File: src/rtl/core/dmv_pkg.sv
// ----------------------------------------------------------------------------
// dmv_pkg
// Types and fixed constants shared by the matrix-vector multiply core.
// ----------------------------------------------------------------------------
package dmv_pkg;

    localparam int VALUE_W     = 32;
    localparam int VEC_IDX_W   = 8;
    localparam int ROW_IDX_W   = 12;
    localparam int NUM_COLS_W  = 9;
    localparam int NUM_ROWS_W  = 13;
    localparam int CFG_DATA_W  = 13;
    localparam int CFG_IDX_W   = 1;
    localparam int IN_TDATA_W  = 40;
    localparam int OUT_TDATA_W = 48;

    localparam logic [CFG_IDX_W-1:0] REG_NUM_COLS = 1'd0;
    localparam logic [CFG_IDX_W-1:0] REG_NUM_ROWS = 1'd1;

    localparam logic OP_LOAD   = 1'b0;
    localparam logic OP_MATRIX = 1'b1;

    // Control that travels alongside one matrix element through the pipeline.
    typedef struct packed {
        logic                 valid;
        logic                 row_end;
        logic                 last_row;
        logic [ROW_IDX_W-1:0] row_index;
    } dmv_ctl_t;

endpackage

File: src/rtl/core/dmv_mac.sv
// ----------------------------------------------------------------------------
// dmv_mac
// Multiply stage, accumulate stage and result register.
// ----------------------------------------------------------------------------
module dmv_mac (
    input  logic                              clk,
    input  logic                              rst_n,
    input  dmv_pkg::dmv_ctl_t                 ctl_in,
    input  logic [dmv_pkg::VALUE_W-1:0]       value_in,
    input  logic [dmv_pkg::VALUE_W-1:0]       vec_data,
    output logic                              advance,
    output logic                              res_valid,
    input  logic                              res_ready,
    output logic [dmv_pkg::VALUE_W-1:0]       res_sum,
    output logic [dmv_pkg::ROW_IDX_W-1:0]     res_row_index,
    output logic                              res_last_row
);

    dmv_pkg::dmv_ctl_t             ctl1_reg;
    dmv_pkg::dmv_ctl_t             ctl2_reg;
    logic [dmv_pkg::VALUE_W-1:0]   value1_reg;
    logic [dmv_pkg::VALUE_W-1:0]   prod2_reg;
    logic [dmv_pkg::VALUE_W-1:0]   sum_reg;
    logic [dmv_pkg::VALUE_W-1:0]   sum_next;
    logic [dmv_pkg::VALUE_W-1:0]   acc;
    logic [dmv_pkg::VALUE_W-1:0]   prod;
    logic                          out_valid_reg;
    logic [dmv_pkg::VALUE_W-1:0]   out_sum_reg;
    logic [dmv_pkg::ROW_IDX_W-1:0] out_idx_reg;
    logic                          out_last_reg;
    logic                          emit;

    // The pipe only halts when a finished row meets a result still waiting.
    assign advance = !(ctl2_reg.valid && ctl2_reg.row_end && out_valid_reg && !res_ready);
    assign emit    = advance && ctl2_reg.valid && ctl2_reg.row_end;

    assign prod = dmv_pkg::VALUE_W'(value1_reg * vec_data);
    assign acc  = sum_reg + prod2_reg;

    always_comb
    begin
        sum_next = sum_reg;
        if (advance && ctl2_reg.valid)
        begin
            sum_next = ctl2_reg.row_end ? '0 : acc;
        end
    end

    always_ff @(posedge clk or negedge rst_n)
    begin
        if (!rst_n)
        begin
            ctl1_reg      <= '0;
            ctl2_reg      <= '0;
            sum_reg       <= '0;
            out_valid_reg <= 1'b0;
        end
        else
        begin
            sum_reg <= sum_next;
            if (advance)
            begin
                ctl1_reg <= ctl_in;
                ctl2_reg <= ctl1_reg;
            end
            if (emit)
            begin
                out_valid_reg <= 1'b1;
            end
            else if (res_ready)
            begin
                out_valid_reg <= 1'b0;
            end
        end
    end

    always_ff @(posedge clk)
    begin
        if (advance)
        begin
            value1_reg <= value_in;
            prod2_reg  <= prod;
        end
        if (emit)
        begin
            out_sum_reg  <= acc;
            out_idx_reg  <= ctl2_reg.row_index;
            out_last_reg <= ctl2_reg.last_row;
        end
    end

    assign res_valid     = out_valid_reg;
    assign res_sum       = out_sum_reg;
    assign res_row_index = out_idx_reg;
    assign res_last_row  = out_last_reg;

endmodule

File: config.mk
export PLATFORM = sky130hd
export DESIGN_NAME = dmv_mac
export DESIGN_NICKNAME = d
export VERILOG_FILES = /design/src/rtl/core/dmv_pkg.sv /design/src/rtl/core/dmv_mac.sv
export SDC_FILE = /design/constraint.sdc
export NUM_CORES = 1
export LEC_CHECK = 0
export BUFFER_PORTS_ARGS = -buffer_cell sky130_fd_sc_hd__buf_2
export CAP_MARGIN = 0
export CORE_ASPECT_RATIO = 1.2
export CORE_MARGIN = 1.5
export CORE_UTILIZATION = 60
export DETAILED_ROUTE_END_ITERATION = 7
export PLACE_DENSITY = 0.79
export SLEW_MARGIN = 20
export SYNTH_ARGS = -nofsm -noshare
export SYNTH_HDL_FRONTEND = slang
export SYNTH_SLANG_ARGS = --single-unit
File: constraint.sdc
create_clock -name clk -period 12.2 [get_ports clk]
set_input_delay 1.83 -clock clk [delete_from_list [all_inputs] [get_ports clk]]
set_output_delay 1.83 -clock clk [all_outputs]
set_load 0.05 [all_outputs]
After elaboration in Yosys (flattened, before gate mapping)

Cells that the tools add are included.

Add/sub/neg operators: 1
Multiply operators: 1
Div/mod/pow operators: 0
Order comparisons: 0
Equality and inequality tests: 0
Shifts and indexed selects: 0
Multiplexer cells: 3
Bitwise operators: 0
Reduce and logical (&&, ||, !) cells: 8

Operators by type and width:

| cell                         | count |
|---|---|
| adder 32 bit                 | 1 |
| multiplier 32 x 32 -> 32 bit | 1 |
| 2-to-1 mux 32 bit            | 1 |
| logical AND 1 bit            | 5 |
| logical NOT 1 bit            | 2 |
| 2-to-1 mux 1 bit             | 2 |
| nonzero test 2 bit           | 1 |

Flip-flop bits (word level): 172
Latch bits: 0
Bits in writable memories: 0
Bits in read-only memories: 0
Input port bits: 82
Output and inout bits: 47
Word-level logic and storage cells: 28
Memories: 0

Depth between registers and ports, before layout

Word-level depth: 7
Depth in mapped cells: 27
Depth with buffers taken out: 24

Worst setup path before layout

OpenSTA, ideal clock, no wires.

Path kind: input-to-reg
Start point: input port vec_data[2] (netlist name)
End point: register prod2_reg[31] (netlist name) (data pin)
Setup time: 0.260 ns
Arrival: 8.382 ns
Required time: 11.940 ns
Path slack: 3.558 ns
Stages: 24
Path buffers: 3
Cell sequence: clkbuf_1 clkbuf_1 nand2_1 fa_1 fa_1 fa_1 fa_1 inv_1 fa_1 inv_1 fa_1 inv_1 fa_1 fa_1 ha_1 buf_2 a21o_1 a2111o_1 a211oi_1 a21boi_0 o21ai_0 o41ai_2 o21ai_0 xnor2_1

Longest elaborated chain between the ends: 1

RTL lines:

| item                         | RTL line      | RTL |
|---|---|---|
| from (decl)                  | dmv_mac.sv:10 | `input logic [dmv_pkg::VALUE_W-1:0] vec_data,` |
| multiplier 32 x 32 -> 32 bit | dmv_mac.sv:37 | `assign prod = dmv_pkg::VALUE_W'(value1_reg * vec_data);` |
| via prod (one bit)           | dmv_mac.sv:26 | `logic [dmv_pkg::VALUE_W-1:0] prod;` |
| to (signal assigned)         | dmv_mac.sv:82 | `prod2_reg <= prod;` |
| to (decl)                    | dmv_mac.sv:22 | `logic [dmv_pkg::VALUE_W-1:0] prod2_reg;` |

The timed path passes the listed nets, and every way through them passes these cells.
A chain may end at the register's enable or synchronous reset.

Worst setup path after layout

Start point: input port vec_data[11] (netlist name)
End point: register prod2_reg[31] (netlist name) (data pin)

The elaborated chain is that of the path after synthesis.

==> out/metrics.csv <==
metric;value;unit
H-tree levels;4;
leftover overflow at the end of global routing;0;
Setup TNS Final;0;ns
Placement Rows;78;
final critical-path required period;8.672;ns
Clock transition at path regs;0.07;ns
Worst Max-Slew Pin Slew;1.050;ns
overall global routing resource usage;0.2913;
Tightest Hold Check Type;flip-flop to flip-flop;
Fmax achieved;115.3;MHz
fraction of layout instances using a drive strength above 1;0.09060;
Critical Path Slowest Stage Cell;sky130_fd_sc_hd__fa_1;
Max clock buf depth;2;
Syn Std Cell Area;0.02298;mm^2
most instantiated cells after synthesis;409 x sky130_fd_sc_hd__fa_1, 407 x sky130_fd_sc_hd__inv_1, 296 x sky130_fd_sc_hd__nand2_1;
clock latency reported for the late side of the worst-skew pair;0.46;ns
routability cong.;0.9380;
register bit count reported by yosys;172;
Routed WL per cell;19.15;um
number of antenna violations at the first check in global routing;0;
cell accounting for the most synthesized area;sky130_fd_sc_hd__fa_1;
share of synthesized cell area in full adder, half adder and majority cells;0.4401;
TritonCTS clock tree;done;
maximum number of pins on one net before global-route repair;87;
type of the worst setup path;primary input to flip-flop;
wire length of the first global-routing pass;88.84;mm
final clock skew;0.01271;ns
buffer type at the clock tree root;sky130_fd_sc_hd__clkbuf_16;
compound-gate portion of the synthesized area;0.05993;
max-slew headroom at the worst pin;0.3003;
vias per std cell;5.648;
net count after synthesis;2915;
DRC violations left;0;
beginning of the critical path;vec_data[11];
DRC marker count from the first detailed-route iteration;972;
number of unique standard cell types used by synthesis;56;
area fraction in and, or, nand and nor cells after synthesis;0.1493;
area share of the largest cell type after synthesis;0.3562;
total number of clock tree sinks;172;
nature of the critical path endpoint;flip-flop;
Via Count;15930;
initial core utilization;0.6086;
Synth area leaders;sky130_fd_sc_hd__fa_1 36%, sky130_fd_sc_hd__edfxtp_1 14%, sky130_fd_sc_hd__ha_1 8.4%;
Synth Area in XOR/XNOR;0.04268;
crit-path leading delay family;adder cells;
total number of nets in the final design;2972;
synthesis warning total;0;
average footprint of a synthesized cell;10.13;um^2
post-cts repair resize count;0;
Main synth FF type;sky130_fd_sc_hd__edfxtp_1;
Max FO, Critical Path;21;
Die Y-Extent;217.4;um
count of pins on the block boundary;129;
cells traversed along the worst timing path;buf_2 -> nand2_1 -> fa_1 -> inv_1 -> fa_1 -> fa_1 -> inv_1 -> fa_1 -> inv_1 -> fa_1 -> fa_1 -> fa_1 -> fa_1 -> ha_1 -> a21o_1 -> a2111o_1 -> a211oi_1 -> a21boi_0 -> o21ai_0 -> o41ai_2 -> o21ai_0 -> xnor2_1;
max-cap check violation count;0;
unrepaired setup endpoints after global routing;false;
Core Region;0.03777;mm^2
largest family of logic cells by synthesized area;adder cells;
crit start category;primary input;
post-synthesis to final-layout area growth;6.821;%
final cycle utilization of the critical path;0.7108;
cell mode on critical path;sky130_fd_sc_hd__fa_1;
quantity of hold-fixing buffers added after cts;0;
arrival time at the worst endpoint;8.86;ns
Setup Viol. Count Final;0;
maximum single-stage delay on the critical path;0.63;ns
outcome;completed;
Buffers on Ports;128;
hold path startpoint;ctl2_reg[6];
Buffers & Inverters on Critical Path;4;
share of synthesized flip-flops with an asynchronous set or reset;0.3663;
most repeated cell in the gate-level netlist after synthesis;sky130_fd_sc_hd__fa_1;
floorplan die area;0.03950;mm^2
via count of the first global-routing pass;17450;
number of synthesized flops with an enable pin;109;
number of filler instances in the final layout;2913;
# Post-CTS Setup Buffers;0;
Final Slew Violations;0;
die width;181.7;um
post-route ant nets;0;
flip-flop and latch area;0.004850;mm^2
antenna cells;0;
total CTS buffers;17;
multiplexer share of the synthesized area;0.01372;
part of the Yosys area used for sequential elements;0.2110;
post-synthesis instance total;2270;
critical path required time;12.39;ns
iteration count of the initial detailed-routing pass;5;
Detail Placement HPWL;42.13;mm
Final Routed Wirelength;53.99;mm
area of combinational cells with multiple inputs;0.01624;mm^2
reg-to-reg startpoint;value1_reg[9];
Hold Violations, Final;0;
worst reg2reg max path: cells and delay by family (launching register included):
family          cells  cell delay [ns]
buf+inv             3             0.17
compound gates      7             1.84
simple gates        1             0.27
flops               1             0.98
fa+ha+maj           9             4.28
xor+xnor            1             0.15
cell type report:
type | instances | area share
clock inverter | 14 | 0.005810
sequential | 172 | 0.1975
inverter | 407 | 0.06222
timing repair buffer | 141 | 0.03022
clock buffer | 18 | 0.01835
tap | 480 | 0.02446
multi-input combinational | 1588 | 0.6614
kinds of logic (layout without fill, tap and decap cells):
| kind of cell | Yosys count | count (layout) |
|---|---|---|
| AO/OA/AOI/OAI | 198 | 198 |
| multiplexers | 28 | 28 |
| flip-flops | 172 | 172 |
| XOR/XNOR | 112 | 112 |
| AND/OR/NAND/NOR | 687 | 687 |
| buffers and inverters | 510 | 580 |
| adder cells (fa/ha/maj) | 563 | 563 |
per-stage QoR:
step                      instances  setup WS (ns)    util  hold WS (ns)  area (um^2)
after floorplan                2270          3.558       -        0.4211        22980
after global placement         2788          3.310  0.6343        0.4234        23960
after detailed placement       2788          3.084  0.6343        0.4291        23960
after CTS                      2820          3.562  0.6500        0.4407        24550
after global routing           2820          3.215  0.6501        0.4469        24550
final                          2820          3.528  0.6501        0.4398        24550
path summary, 6_finish.rpt:
check,endpoint,slack (ns),depth (start not counted)
max,prod2_reg[31],3.53,22
min reg2reg,res_row_index[6],0.44,0
max in group asynchronous,ctl2_reg[5],10.07,2
max reg2reg,prod2_reg[31],4.23,21
min in group asynchronous,sum_reg[3],1.55,2
min,res_row_index[6],0.44,0
routing by layer:
metal  share of wire  vias up  GRT usage
met4           0.035        0     0.1100
li1                -     7139          -
met2            0.50      629     0.5095
met3           0.068      122    0.04936
met5               0        -          0
met1            0.39     8037     0.3635
layout by cell type (no fill, tap or decap), types with 12 or more instances in the layout:
| cell type | netlist | layout |
|---|---|---|
| sky130_fd_sc_hd__xor2_1 | 25 | 25 |
| sky130_fd_sc_hd__nand3_1 | 26 | 25 |
| sky130_fd_sc_hd__clkbuf_16 | 0 | 18 |
| sky130_fd_sc_hd__buf_4 | 0 | 12 |
| sky130_fd_sc_hd__and2_1 | 275 | 275 |
| sky130_fd_sc_hd__edfxtp_1 | 109 | 109 |
| sky130_fd_sc_hd__mux2_2 | 28 | 28 |
| sky130_fd_sc_hd__dfrtp_1 | 63 | 63 |
| sky130_fd_sc_hd__nor3_1 | 15 | 15 |
| sky130_fd_sc_hd__a21oi_1 | 51 | 51 |
| sky130_fd_sc_hd__buf_2 | 1 | 128 |
| sky130_fd_sc_hd__o21ai_0 | 28 | 28 |
| sky130_fd_sc_hd__nor2_1 | 36 | 35 |
| sky130_fd_sc_hd__a22o_1 | 23 | 23 |
| sky130_fd_sc_hd__fa_1 | 409 | 409 |
| sky130_fd_sc_hd__nand2_1 | 296 | 296 |
| sky130_fd_sc_hd__a21o_1 | 23 | 23 |
| sky130_fd_sc_hd__inv_1 | 407 | 407 |
| sky130_fd_sc_hd__xnor2_1 | 87 | 87 |
| sky130_fd_sc_hd__ha_1 | 154 | 154 |
Power is not shown: default switching activity piles up to over one toggle a cycle in this logic, so the estimate is an artifact.
